[src/sv/rcpp_pkg.sv]
// shared types and constants of the rtcp compound packet parser
package rcpp_pkg;

	localparam int OFFSET_W = 18;

	localparam logic [7:0] SR_CODE_RST = 8'd200;
	localparam logic [7:0] SD_CODE_RST = 8'd202;

	localparam logic CFG_IDX_SR = 1'b0;
	localparam logic CFG_IDX_SD = 1'b1;

	typedef struct packed {
		logic [7:0]  header;
		logic [7:0]  ptype;
		logic [15:0] len;
		logic [31:0] ssrc;
		logic [63:0] ntp;
		logic [31:0] rtp;
		logic [31:0] pkts;
		logic [31:0] octs;
		logic [7:0]  item;
		logic        truncated;
	} packet_rec_t;

	typedef struct packed {
		logic [1:0]  version;
		logic        padding;
		logic [4:0]  report_count;
		logic [7:0]  packet_type;
		logic [15:0] length_words;
		logic [31:0] ssrc;
		logic [63:0] ntp_timestamp;
		logic [31:0] rtp_timestamp;
		logic [31:0] sender_packets;
		logic [31:0] sender_octets;
		logic [7:0]  sdes_item_type;
		logic        truncated;
	} result_t;

endpackage

[src/sv/rcpp_front.sv]
// front end: takes payload bytes and gathers the fields of one packet
module rcpp_front import rcpp_pkg::*; (
	input  logic        clk,
	input  logic        arst_n,
	input  logic        accept,
	input  logic [7:0]  data_byte,
	input  logic        end_of_buffer,
	output logic        rec_push,
	output packet_rec_t rec
);

	logic [OFFSET_W-1:0] off_q;
	packet_rec_t         acc_q;
	packet_rec_t         acc_d;
	logic [15:0]         len_now;
	logic                done;
	logic [1:0]          idx4;
	logic [2:0]          idx8;

	always_comb begin
		acc_d = acc_q;
		idx4  = 2'd3 - off_q[1:0];
		idx8  = 3'd7 - off_q[2:0];
		if (off_q == OFFSET_W'(0)) begin
			acc_d.header = data_byte;
		end else if (off_q == OFFSET_W'(1)) begin
			acc_d.ptype = data_byte;
		end else if (off_q == OFFSET_W'(2)) begin
			acc_d.len[15:8] = data_byte;
		end else if (off_q == OFFSET_W'(3)) begin
			acc_d.len[7:0] = data_byte;
		end else if (off_q inside {[4:7]}) begin
			acc_d.ssrc[idx4*8 +: 8] = data_byte;
		end else if (off_q inside {[8:15]}) begin
			acc_d.ntp[idx8*8 +: 8] = data_byte;
		end else if (off_q inside {[16:19]}) begin
			acc_d.rtp[idx4*8 +: 8] = data_byte;
		end else if (off_q inside {[20:23]}) begin
			acc_d.pkts[idx4*8 +: 8] = data_byte;
		end else if (off_q inside {[24:27]}) begin
			acc_d.octs[idx4*8 +: 8] = data_byte;
		end
		if (off_q == OFFSET_W'(8)) begin
			acc_d.item = data_byte;
		end
		len_now = acc_d.len;
		done    = (off_q >= OFFSET_W'(3)) && (off_q == {len_now, 2'b11});
		acc_d.truncated = ~done;
	end

	assign rec_push = accept && (done || end_of_buffer);
	assign rec      = acc_d;

	always_ff @(posedge clk or negedge arst_n) begin
		if (!arst_n) begin
			off_q <= '0;
			acc_q <= '0;
		end else if (accept) begin
			if (done || end_of_buffer) begin
				off_q <= '0;
				acc_q <= '0;
			end else begin
				off_q <= off_q + OFFSET_W'(1);
				acc_q <= acc_d;
			end
		end
	end

endmodule

[src/sv/rcpp_queue.sv]
// short queue of finished packet records between front and back end
module rcpp_queue import rcpp_pkg::*; #(
	parameter int DEPTH = 2
) (
	input  logic        clk,
	input  logic        arst_n,
	input  logic        wr,
	input  packet_rec_t wr_data,
	input  logic        rd,
	output packet_rec_t rd_data,
	output logic        not_empty,
	output logic        is_full
);

	localparam int PTR_W = $clog2(DEPTH);
	localparam int CNT_W = $clog2(DEPTH + 1);

	packet_rec_t      mem_q [DEPTH];
	logic [PTR_W-1:0] wr_ptr_q;
	logic [PTR_W-1:0] rd_ptr_q;
	logic [CNT_W-1:0] count_q;

	assign rd_data   = mem_q[rd_ptr_q];
	assign not_empty = count_q != CNT_W'(0);
	assign is_full   = count_q == CNT_W'(DEPTH);

	always_ff @(posedge clk) begin
		if (wr) begin
			mem_q[wr_ptr_q] <= wr_data;
		end
	end

	always_ff @(posedge clk or negedge arst_n) begin
		if (!arst_n) begin
			wr_ptr_q <= '0;
			rd_ptr_q <= '0;
			count_q  <= '0;
		end else begin
			if (wr) begin
				wr_ptr_q <= (wr_ptr_q == PTR_W'(DEPTH - 1)) ? '0 : wr_ptr_q + PTR_W'(1);
			end
			if (rd) begin
				rd_ptr_q <= (rd_ptr_q == PTR_W'(DEPTH - 1)) ? '0 : rd_ptr_q + PTR_W'(1);
			end
			if (wr && !rd) begin
				count_q <= count_q + CNT_W'(1);
			end else if (rd && !wr) begin
				count_q <= count_q - CNT_W'(1);
			end
		end
	end

endmodule

[src/sv/rcpp_back.sv]
// back end: classifies a packet record and holds the result word
module rcpp_back import rcpp_pkg::*; (
	input  logic        clk,
	input  logic        arst_n,
	input  logic        rec_valid,
	input  packet_rec_t rec,
	output logic        rec_take,
	input  logic [7:0]  sr_code,
	input  logic [7:0]  sd_code,
	input  logic        pop,
	output logic        res_valid,
	output result_t     res
);

	logic    valid_q;
	result_t res_q;
	result_t res_d;
	logic    is_sr;
	logic    is_sd;

	always_comb begin
		is_sr = rec.ptype == sr_code;
		is_sd = !is_sr && (rec.ptype == sd_code);
		res_d.version        = rec.header[7:6];
		res_d.padding        = rec.header[5];
		res_d.report_count   = rec.header[4:0];
		res_d.packet_type    = rec.ptype;
		res_d.length_words   = rec.len;
		res_d.ssrc           = (is_sr || is_sd) ? rec.ssrc : '0;
		res_d.ntp_timestamp  = is_sr ? rec.ntp : '0;
		res_d.rtp_timestamp  = is_sr ? rec.rtp : '0;
		res_d.sender_packets = is_sr ? rec.pkts : '0;
		res_d.sender_octets  = is_sr ? rec.octs : '0;
		res_d.sdes_item_type = is_sd ? rec.item : '0;
		res_d.truncated      = rec.truncated;
	end

	assign rec_take  = rec_valid && (!valid_q || pop);
	assign res_valid = valid_q;
	assign res       = res_q;

	always_ff @(posedge clk) begin
		if (rec_take) begin
			res_q <= res_d;
		end
	end

	always_ff @(posedge clk or negedge arst_n) begin
		if (!arst_n) begin
			valid_q <= 1'b0;
		end else if (rec_take) begin
			valid_q <= 1'b1;
		end else if (pop) begin
			valid_q <= 1'b0;
		end
	end

endmodule

[src/sv/rtcp_compound_packet_parser.sv]
// top level of the rtcp compound packet parser
//
//  channel   handshake             word
//  input     push / full           data_byte, end_of_buffer
//  result    pop / empty           version .. truncated, one word per packet
//  config    psel/penable/pwrite   8-bit type codes at byte addresses 0 and 4
//
// one byte is taken every cycle while full is low; the record of the byte that ends a packet
// is written into the record queue and then registered in the result register
// full rises only when the record queue holds QUEUE_DEPTH packets
// reset clears the byte offset and empties the queue and the result register; codes go to 200 and 202
module rtcp_compound_packet_parser import rcpp_pkg::*; #(
	parameter int QUEUE_DEPTH = 2
) (
	input  logic        clk,
	input  logic        arst_n,
	input  logic        push,
	output logic        full,
	input  logic [7:0]  data_byte,
	input  logic        end_of_buffer,
	output logic        empty,
	input  logic        pop,
	output logic [1:0]  version,
	output logic        padding,
	output logic [4:0]  report_count,
	output logic [7:0]  packet_type,
	output logic [15:0] length_words,
	output logic [31:0] ssrc,
	output logic [63:0] ntp_timestamp,
	output logic [31:0] rtp_timestamp,
	output logic [31:0] sender_packets,
	output logic [31:0] sender_octets,
	output logic [7:0]  sdes_item_type,
	output logic        truncated,
	input  logic        psel,
	input  logic        penable,
	input  logic        pwrite,
	input  logic [2:0]  paddr,
	input  logic [31:0] pwdata,
	output logic [31:0] prdata,
	output logic        pready
);

	logic [7:0]  sr_code_q;
	logic [7:0]  sd_code_q;
	logic        accept;
	logic        rec_push;
	packet_rec_t rec_in;
	packet_rec_t rec_out;
	logic        rec_take;
	logic        q_not_empty;
	logic        q_full;
	logic        res_valid;
	result_t     res;

	assign pready = 1'b1;
	assign prdata = {24'd0, (paddr[2] == CFG_IDX_SD) ? sd_code_q : sr_code_q};

	always_ff @(posedge clk or negedge arst_n) begin
		if (!arst_n) begin
			sr_code_q <= SR_CODE_RST;
			sd_code_q <= SD_CODE_RST;
		end else if (psel && penable && pwrite) begin
			case (paddr[2])
				CFG_IDX_SR: sr_code_q <= pwdata[7:0];
				CFG_IDX_SD: sd_code_q <= pwdata[7:0];
				default: ;
			endcase
		end
	end

	assign full   = q_full;
	assign accept = push && !q_full;

	rcpp_front u_front (
		.clk           (clk),
		.arst_n        (arst_n),
		.accept        (accept),
		.data_byte     (data_byte),
		.end_of_buffer (end_of_buffer),
		.rec_push      (rec_push),
		.rec           (rec_in)
	);

	rcpp_queue #(
		.DEPTH (QUEUE_DEPTH)
	) u_queue (
		.clk       (clk),
		.arst_n    (arst_n),
		.wr        (rec_push),
		.wr_data   (rec_in),
		.rd        (rec_take),
		.rd_data   (rec_out),
		.not_empty (q_not_empty),
		.is_full   (q_full)
	);

	rcpp_back u_back (
		.clk       (clk),
		.arst_n    (arst_n),
		.rec_valid (q_not_empty),
		.rec       (rec_out),
		.rec_take  (rec_take),
		.sr_code   (sr_code_q),
		.sd_code   (sd_code_q),
		.pop       (pop),
		.res_valid (res_valid),
		.res       (res)
	);

	assign empty          = !res_valid;
	assign version        = res.version;
	assign padding        = res.padding;
	assign report_count   = res.report_count;
	assign packet_type    = res.packet_type;
	assign length_words   = res.length_words;
	assign ssrc           = res.ssrc;
	assign ntp_timestamp  = res.ntp_timestamp;
	assign rtp_timestamp  = res.rtp_timestamp;
	assign sender_packets = res.sender_packets;
	assign sender_octets  = res.sender_octets;
	assign sdes_item_type = res.sdes_item_type;
	assign truncated      = res.truncated;

endmodule

[config.mk]
export PLATFORM = sky130hd
export DESIGN_NAME = rtcp_compound_packet_parser
export DESIGN_NICKNAME = d
export VERILOG_FILES = /design/src/sv/rcpp_pkg.sv /design/src/sv/rcpp_front.sv /design/src/sv/rcpp_queue.sv /design/src/sv/rcpp_back.sv /design/src/sv/rtcp_compound_packet_parser.sv
export SDC_FILE = /design/constraint.sdc
export NUM_CORES = 1
export LEC_CHECK = 0
export BUFFER_PORTS_ARGS = -buffer_cell sky130_fd_sc_hd__buf_2
export CAP_MARGIN = 30
export CORE_MARGIN = 1
export CORE_UTILIZATION = 25
export DETAILED_ROUTE_END_ITERATION = 8
export HOLD_SLACK_MARGIN = 0.03
export SYNTH_ARGS = -nofsm -noshare
export SYNTH_HDL_FRONTEND = slang
export SYNTH_SLANG_ARGS = --single-unit
[constraint.sdc]
create_clock -name clk -period 14.3 [get_ports clk]
set_input_delay 2.86 -clock clk [delete_from_list [all_inputs] [get_ports clk]]
set_output_delay 2.86 -clock clk [all_outputs]
set_load 0.01 [all_outputs]
==> metrics.txt, run 1 <==
crit path max fanout=61; Placed Area=0.0423 mm²; run status=completed; fin util=0.300; TritonCTS clock tree=yes; CTS sink cnt=970; largest family of logic cells by synthesized area=simple AND/OR/NAND/NOR gates; gp weighted congestion=0.829; Yosys warnings=0; root buffer cell=clkbuf_16; CP max stage cell=buf_4; CTS max path bufs=3; post-layout min period=6840 ps; relative slew slack=0.285; number of CTS-inserted buffers=106; worst slew pin tran=1070 ps; vias in the first global route=22803; initial antenna violation count=10; top-area cell type share of the netlist area=0.541; post-synthesis compound-gate area fraction=0.0848; setup slack after layout=7460 ps; final hold viol count=0; TritonRoute pass-1 iters=5; Final Routed Wirelength=106000 µm; Layout area overhead=19.2%; layout cells sized above 1=0.201; crit-path max cell delay=780 ps; final non-filler cell area=0.0462 mm²; hold worst-path end=u_front.acc_q[150]; Hold Crit Depth=2; final setup vio count=0; P_leak=17.8 nW; Remaining Overflow, GRT=0; TNS Setup=0 ps; port bufs=267; Synth async-reset ratio=0.279; most frequent cells after synthesis=699 x edfxtp_1, 302 x nand2_1, 293 x nor2_1; predominant post-synthesis flop cell=edfxtp_1; R2R Path Start=u_front.off_q[0]; via count=22982; Final nets=3040; Post-route DRC=0; mux cell area share after synthesis=0.0785; dominant cell type by area after synthesis=edfxtp_1; Max Fclk=146 MHz; clock slew at reported path FFs=60 ps; Hold Crit Start=u_front.acc_q[150]; Critical Path AT=7200 ps; cts repair resizes=0; Min Hold Slack=480 ps; gr usage total=0.133; Netlist Area Pre-Place=0.0388 mm²; CP endpoint kind=flip-flop; Post-Synth Adder-Cell Area=0.00194; global-route wire length before repair=155000 µm; Hold-fix buffers, CTS=0; reg2reg end=u_queue.mem_q[1][73]; EDFF count, synth=699; largest net degree at the start of global routing=133; CTS HTree Levels=3; share of the yosys chip area belonging to registers=0.717; RSZ-0062 raised after global routing=no; I/O pin total=319; skew final=72.5 ps; die width=396 µm; clk_lat worst skew=750 ps; worst path required time=14660 ps; Syn Area/Cell=14.2 µm²; Setup CP Type=input port to flip-flop; cell mode on critical path=buf_4; Simple-Gate Fraction of Synth Area=0.0853; Initial Utilization=0.252; Post-CTS Setup Bufs=0; Gate Count Post-Synth=2721; CP top delay family=buffers and inverters; max_cap viols=0; fin. max-slew vios=0; vias per std cell=4.49; Hold Path Class=flip-flop to flip-flop; xor-xnor portion of the synthesized cell area=0.00881; PwrDens=187 mW/mm²; Worst setup SP type=input port; Synth cell types=71; FF-to-FF path depth=11; R2R setup slack=7630 ps; WP buf/inv=4; Tcrit/Tclk final=0.478; row cnt=144; Area contributors post-synth=edfxtp_1 54%, dfrtp_1 17%, mux2i_1 5.5%; ANT nets after route=0; Max VDD drop=0.161 mV; #FFs+latches synth=970; top-count cell post-synth=edfxtp_1; crit path cell chain=buf_2 -> inv_1 -> a21oi_1 -> nor2_1 -> mux2_2 -> nor4_2 -> a31o_2 -> and3_4 -> buf_4 -> buf_4; Die ar.=0.157 mm²; DP Wirelength=69000 µm; Routed WL per cell=20.7 µm; initial DRC count=1879; core box area=0.154 mm²; Placement Setup Slack=6660 ps; die height=396 µm
## worst max-delay path by stage
stage                      start                    end  slack [ps]  depth (start not counted)
finish              data_byte[1]   u_queue.mem_q[1][73]        7460                         10
global route        data_byte[1]  u_queue.mem_q[1][175]        7180                         10
CTS                 data_byte[1]  u_queue.mem_q[1][175]        7460                         10
detailed placement  data_byte[1]  u_queue.mem_q[1][108]        6660                         10
global placement    data_byte[1]   u_queue.mem_q[1][41]        6660                         10
floorplan           data_byte[1]    u_queue.mem_q[0][0]        3160                         11
## metrics by stage
step           instances  power, mW
6_report            5122       8.65
2_1_floorplan       2744       5.09
4_1_cts             5117       8.79
3_3_place_gp        4913       5.82
3_5_place_dp        4915       5.84
5_1_grt             5121       9.06
## sequential cells by signal (all words and copies together) (netlist names)
name,flops
u_queue.mem_q,466
u_back.res,233
u_front.acc_q,232
u_front.off_q,18
sd_code_q,8
sr_code_q,8
u_queue.count_q,2
u_back.res_valid,1
u_queue.rd_ptr_q,1
u_queue.wr_ptr_q,1
## power by group
part	internal (mW)	switching [mW]
Sequential	3.63	0.178
Clock	1.71	1.20
Combinational	0.608	1.33
Total	5.94	2.71
## worst reg2reg max path: cells and delay by family (launching register included)
family	cells	cell delay, ps
DFF	1	320
AOI/OAI and AO/OA	1	230
and+or+nand+nor	4	2260
adders and majority gates	1	530
muxes	1	450
buffers and inverters	4	2470
## kinds of logic after synthesis
logic type,Yosys count
compound gates,466
xor+xnor,39
fa+ha+maj,6
buf+inv,206
flops,970
mux,294
other cells,2
simple gates,738
## layer usage
layer	vias up	global-route usage	share of wire
met5	-	0	0.00043
li1	10541	-	-
met4	8	0.0387	0.021
met3	134	0.0276	0.056
met1	11693	0.180	0.45
met2	606	0.214	0.48
## cells in the final DEF (no fill, tap or decap), types with 7 or more instances in the layout
cell type | Yosys | final
clkbuf_1 | 122 | 16
a22o_1 | 191 | 191
xnor2_1 | 31 | 31
clkinv_2 | 0 | 21
dfrtp_1 | 264 | 263
clkbuf_16 | 0 | 109
nor3_1 | 12 | 12
nand2b_1 | 15 | 15
nor3_2 | 7 | 7
conb_1 | 2 | 25
buf_2 | 13 | 266
a32o_1 | 8 | 8
buf_4 | 26 | 27
inv_1 | 33 | 32
o21ai_0 | 200 | 200
o2bb2ai_1 | 14 | 14
nor2_1 | 293 | 292
bufinv_16 | 0 | 12
mux2_2 | 81 | 81
mux2i_1 | 213 | 213
nand3_1 | 36 | 36
dfstp_2 | 7 | 7
clkinv_1 | 2 | 9
nand2_1 | 302 | 300
a31o_2 | 10 | 10
nor2b_1 | 7 | 7
nor3_4 | 10 | 10
xor2_1 | 8 | 8
edfxtp_1 | 699 | 699
clkbuf_8 | 0 | 14
and2_1 | 13 | 13
## area by class of cell
| cell class | count | area (µm²) |
|---|---|---|
| antenna | 1 | 2.50 |
| clock buffer | 139 | 2980 |
| clock inverter | 63 | 803 |
| fill | 15387 | 108000 |
| inverter | 36 | 143 |
| multi-input combinational | 1568 | 10200 |
| sequential | 970 | 27800 |
| tap | 2044 | 2560 |
| timing repair buffer | 301 | 1730 |
No activity file was read; power rests on OpenSTA's default activity.
==> inputs of run 2 (changes only) <==
Clock period 14.3 ns to 6.76 ns, I/O delays scaled along.
==> run 2 against run 1 <==
Net effect:
- register-to-register slack lost 6300 ps
- cell count is the same
- count of clock-buffer cells in the layout is 3 lower
- via count grew 0.48%
- worst hold slack worse by 7.1 ps
==> metrics.txt, run 2 (synthesized netlist as in run 1, its figures left out) <==
Tcrit/Tclk final=0.806; Max VDD drop=0.206 mV (was 0.161 mV); Routed WL per cell=20.7 µm (about the same); worst path required time=7350 ps (was 14660 ps); FILL cells=15386 (was 15387); gr usage total=0.132 (was 0.133); root buffer cell=clkbuf_16 (unchanged); die width=396 µm (unchanged); Hold-fix buffers, CTS=0 (unchanged); Top reg by flops=u_queue.mem_q (unchanged); initial DRC count=2023 (was 1879); layout cells sized above 1=0.200 (was 0.201); CTS sink cnt=970 (unchanged); row cnt=144 (unchanged); I/O pin total=319 (unchanged); Layout area overhead=18.7% (was 19.2%); P_leak=17.7 nW (was 17.8 nW); crit path cell chain=clkinv_4 -> ha_1 -> or4b_4 -> nor3_4 -> mux2_4 -> nor4_2 -> a31o_2 -> buf_4 -> nor2_4 -> buf_4 -> a22o_1 (was buf_2 -> inv_1 -> a21oi_1 -> nor2_1 -> mux2_2 -> nor4_2 -> a31o_2 -> and3_4 -> buf_4 -> buf_4); clk_lat worst skew=730 ps (was 750 ps); post-layout min period=5450 ps; final setup vio count=0 (unchanged); gp weighted congestion=0.860 (was 0.829); Max Fclk=183 MHz; WP buf/inv=3 (was 4); crit-path max cell delay=920 ps (was 780 ps); Critical Path AT=6040 ps (was 7200 ps); crit path max fanout=47 (was 61); clock slew at reported path FFs=70 ps (was 60 ps); Setup CP Type=flip-flop to flip-flop (was input port to flip-flop); max_cap viols=0 (unchanged); commonest non-fill, non-tap cell in the layout=edfxtp_1 (unchanged); core box area=0.154 mm² (unchanged); vias in the first global route=22411 (was 22803); Storage cell area=0.0278 mm² (about the same); TNS Setup=0 ps (unchanged); TritonRoute pass-1 iters=5 (unchanged); Hold Path Class=flip-flop to flip-flop (unchanged); Multi-input gate area=0.0102 mm² (about the same); Post-route DRC=0 (unchanged); CP endpoint kind=flip-flop (unchanged); fin. max-slew vios=0 (unchanged); Final Routed Wirelength=106000 µm (about the same); run status=completed (unchanged); CP max stage cell=dfrtp_2 (was buf_4); relative slew slack=0.339 (was 0.285); cts repair resizes=0 (unchanged); via count=23093 (was 22982); global-route wire length before repair=153000 µm (was 155000 µm); PwrDens=391 mW/mm² (was 187 mW/mm²); CP top delay family=simple AND/OR/NAND/NOR gates (was buffers and inverters); Worst setup SP type=flip-flop (was input port); port bufs=267 (unchanged); ANT nets after route=0 (unchanged); final hold viol count=0 (unchanged); Final nets=3041 (was 3040); Remaining Overflow, GRT=0 (unchanged); commonest non-fill, non-tap cells in the layout=699 x edfxtp_1, 300 x nand2_1, 292 x nor2_1 (unchanged); max FFs per register=466 (unchanged); largest net degree at the start of global routing=132 (was 133); CTS HTree Levels=3 (unchanged); Placed Area=0.0425 mm² (was 0.0423 mm²); final non-filler cell area=0.0460 mm² (was 0.0462 mm²); die height=396 µm (unchanged); Die ar.=0.157 mm² (unchanged); skew final=40.2 ps (was 72.5 ps); Initial Utilization=0.252 (unchanged); number of CTS-inserted buffers=104 (was 106); worst slew pin tran=987 ps (was 1070 ps); Post-CTS Setup Bufs=0 (unchanged); TritonCTS clock tree=yes (unchanged); vias per std cell=4.51 (was 4.49); initial antenna violation count=11 (was 10); RSZ-0062 raised after global routing=no (unchanged); CTS max path bufs=3 (unchanged); cell mode on critical path=buf_4 (unchanged); DP Wirelength=69000 µm (about the same)
-- run 2: through the flow --
step,power [mW],util,hold slack [ps],setup slack (ps),instances
final,18.0,0.299,473,1310,5122
after global routing,18.8,0.299,489,1090,5119
after CTS,18.3,0.299,475,1320,5118
after detailed placement,12.4,0.276,459,1350,4921
after global placement,12.3,0.275,463,1390,4918
after floorplan,10.7,-,439,2.98,2744
-- run 2: per-layer routing --
metal / vias up / global-route usage / part of all wire
met4: 6 / 0.0361 / 0.021
li1: 10547 / - / -
met1: 11722 / 0.183 / 0.45
met3: 126 / 0.0278 / 0.062
met5: - / 0 / 0.00034
met2: 692 / 0.207 / 0.47
-- run 2: layout make-up --
cell class | instances | area share
antenna | 3 | 0.000163
clock buffer | 136 | 0.0634
clock inverter | 61 | 0.0126
inverter | 36 | 0.00321
multi-input combinational | 1568 | 0.222
sequential | 970 | 0.604
tap | 2044 | 0.0556
timing repair buffer | 304 | 0.0389
-- run 2: worst register-to-register path: cells and delay by family (launching register included) --
family / cells / cell delay (ps)
simple gates: 4 / 1820
fa+ha+maj: 1 / 420
compound gates: 2 / 560
flops: 1 / 920
buf+inv: 3 / 1220
mux: 1 / 370
-- run 2: final timing paths --
kind	startpoint	to	slack, ps	depth (start not counted)
worst min register to register	u_front.acc_q[152]	u_front.acc_q[152]	470	2
worst max-delay path	u_front.off_q[0]	u_front.acc_q[195]	1310	11
min in group asynchronous	arst_n	sr_code_q[1]	610	1
worst max register to register	u_front.off_q[0]	u_front.acc_q[195]	1310	11
max in group asynchronous	arst_n	u_queue.rd_ptr_q	4650	2
worst min-delay path	u_front.acc_q[152]	u_front.acc_q[152]	470	2
-- run 2: power by group --
part	internal [mW]	switching, mW
Combinational	1.32	2.77
Sequential	7.67	0.431
Clock	3.33	2.46
==> inputs of run 3 (changes only) <==
Clock period 6.76 ns to 5.1 ns, I/O delays scaled along.
==> run 3 against run 2 <==
Net effect:
- highest routed layer is now met4
- critical path depth shrank 2
- final area increased by 0.69%
- largest power group unchanged
- critical endpoint is now u_queue.mem_q[1][113]
- first-iteration DRC count shrank 14%
- clock skew is 10 ps lower
- utilization grew 0.21 points
==> metrics.txt, run 3 (synthesized netlist as in run 1, its figures left out) <==
die height=396 µm (unchanged); Max VDD drop=0.328 mV (was 0.206 mV); worst path required time=5470 ps (was 7350 ps); Comb pwr share=0.230 (was 0.227); Layout area overhead=19.5% (was 18.7%); fin util=0.301 (was 0.299); Post-route DRC=0 (unchanged); CTS max path bufs=3 (unchanged); run status=completed (unchanged); Hold Path Class=input port to async pin (was flip-flop to flip-flop); CTS sink cnt=970 (unchanged); Remaining Overflow, GRT=0 (unchanged); final setup vio count=0 (unchanged); R2R Path Start=u_front.off_q[1] (was u_front.off_q[0]); Placed Area=0.0427 mm² (was 0.0425 mm²); Worst setup SP type=flip-flop (unchanged); internal power=16.6 mW (was 12.3 mW); Clock Power Share=0.325 (was 0.322); clk_lat worst skew=720 ps (was 730 ps); relative slew slack=0.277 (was 0.339); CP endpoint kind=flip-flop (unchanged); layout cells sized above 1=0.205 (was 0.200); Final Routed Wirelength=107000 µm (was 106000 µm); R2R setup slack=820 ps (was 1310 ps); Flop pwr share=0.445 (was 0.451); row cnt=144 (unchanged); vias in the first global route=22239 (was 22411); core box area=0.154 mm² (unchanged); Routed WL per cell=20.8 µm (was 20.7 µm); final hold viol count=0 (unchanged); global-route wire length before repair=154000 µm (was 153000 µm); skew final=29.9 ps (was 40.2 ps); Hold-fix buffers, CTS=0 (unchanged); ANT nets after route=0 (unchanged); cts repair resizes=0 (unchanged); I/O pin total=319 (unchanged); die width=396 µm (unchanged); Placement Setup Slack=765 ps (was 1350 ps); gr usage total=0.133 (was 0.132); final non-filler cell area=0.0463 mm² (was 0.0460 mm²); switching power=7.59 mW (was 5.66 mW); Final nets=3063 (was 3041); TritonRoute pass-1 iters=5 (unchanged); switching share of power=0.314 (was 0.315); port bufs=267 (unchanged); Initial Utilization=0.252 (unchanged); post-layout min period=4280 ps (was 5450 ps); Post-CTS Setup Bufs=0 (unchanged); setup slack after layout=816 ps (was 1310 ps); PwrDens=521 mW/mm² (was 391 mW/mm²); clock slew at reported path FFs=60 ps (was 70 ps); max_cap viols=0 (unchanged); total power=24.2 mW (was 18.0 mW); number of CTS-inserted buffers=103 (was 104); vias per std cell=4.50 (was 4.51); max FFs per register=466 (unchanged); fin. max-slew vios=0 (unchanged); initial antenna violation count=11 (unchanged); largest net degree at the start of global routing=142 (was 132); Tcrit/Tclk final=0.840 (was 0.806); reg2reg end=u_queue.mem_q[1][113] (was u_front.acc_q[195]); P_leak=17.9 nW (was 17.7 nW); worst slew pin tran=1080 ps (was 987 ps); gp weighted congestion=0.835 (was 0.860); CTS HTree Levels=3 (unchanged); FF-to-FF path depth=9 (was 11); CP max stage cell=or4b_4 (was dfrtp_2); TritonCTS clock tree=yes (unchanged); commonest non-fill, non-tap cells in the layout=699 x edfxtp_1, 300 x nand2_1, 292 x nor2_1 (unchanged); initial DRC count=1730 (was 2023); root buffer cell=clkbuf_16 (unchanged); Top reg by flops=u_queue.mem_q (unchanged); DP Wirelength=71500 µm (was 69000 µm); Max Fclk=233 MHz (was 183 MHz); crit-path max cell delay=610 ps (was 920 ps); Setup CP Type=flip-flop to flip-flop (unchanged); RSZ-0062 raised after global routing=no (unchanged); crit path max fanout=25 (was 47); commonest non-fill, non-tap cell in the layout=edfxtp_1 (unchanged); Critical Path AT=4650 ps (was 6040 ps); via count=23135 (was 23093); Die ar.=0.157 mm² (unchanged); crit path cell chain=inv_1 -> ha_1 -> or4b_4 -> nor3_4 -> mux2_4 -> nor4_2 -> a31o_2 -> and3_4 -> buf_4 (was clkinv_4 -> ha_1 -> or4b_4 -> nor3_4 -> mux2_4 -> nor4_2 -> a31o_2 -> buf_4 -> nor2_4 -> buf_4 -> a22o_1)
[run 3: power groups by stage]
stage / sequential (mW) / clock [mW] / combinational, mW
6_report: 10.7 / 7.86 / 5.56
5_1_grt: 10.9 / 8.34 / 6.02
4_1_cts: 10.8 / 8.06 / 5.69
3_5_place_dp: 10.9 / 0 / 5.67
3_3_place_gp: 10.9 / 0 / 5.63
2_1_floorplan: 11.1 / 0 / 3.04
[run 3: area by class of cell]
class                      instances  area [µm²]
antenna                            2        5.00
clock buffer                     132        2810
sequential                       970       27800
inverter                          36         144
timing repair buffer             327        2040
fill                           15420      108000
multi-input combinational       1568       10200
tap                             2044        2560
clock inverter                    64         758
[run 3: critical path, delay by kind of cell, from the launching register on]
kind            cells  cell delay [ps]
flops               1              440
mux                 1              370
simple gates        4             1940
fa+ha+maj           1              340
buf+inv             2              530
compound gates      1              280
[run 3: worst max path at each step]
stage | startpoint | to | cells past startpoint
CTS | u_front.off_q[1] | u_queue.mem_q[1][113] | 9
detailed placement | u_front.off_q[1] | u_queue.mem_q[1][155] | 9
global placement | u_front.off_q[1] | u_queue.mem_q[1][126] | 9
finish | u_front.off_q[1] | u_queue.mem_q[1][113] | 9
global route | u_front.off_q[1] | u_queue.mem_q[1][113] | 9
floorplan | u_front.off_q[0] | u_queue.mem_q[0][0] | 12
[run 3: routing by layer]
layer  GRT usage  part of all wire
met5           0                 0
met4      0.0413             0.023
met3      0.0223             0.056
met2       0.212              0.47
met1       0.185              0.45
[run 3: through the flow]
step           instances  hold slack (ps)  setup TNS, ps
2_1_floorplan       2744              439        -382440
3_3_place_gp        4942              463              0
3_5_place_dp        4944              460              0
4_1_cts             5140              383              0
5_1_grt             5141              371              0
6_report            5143              310              0
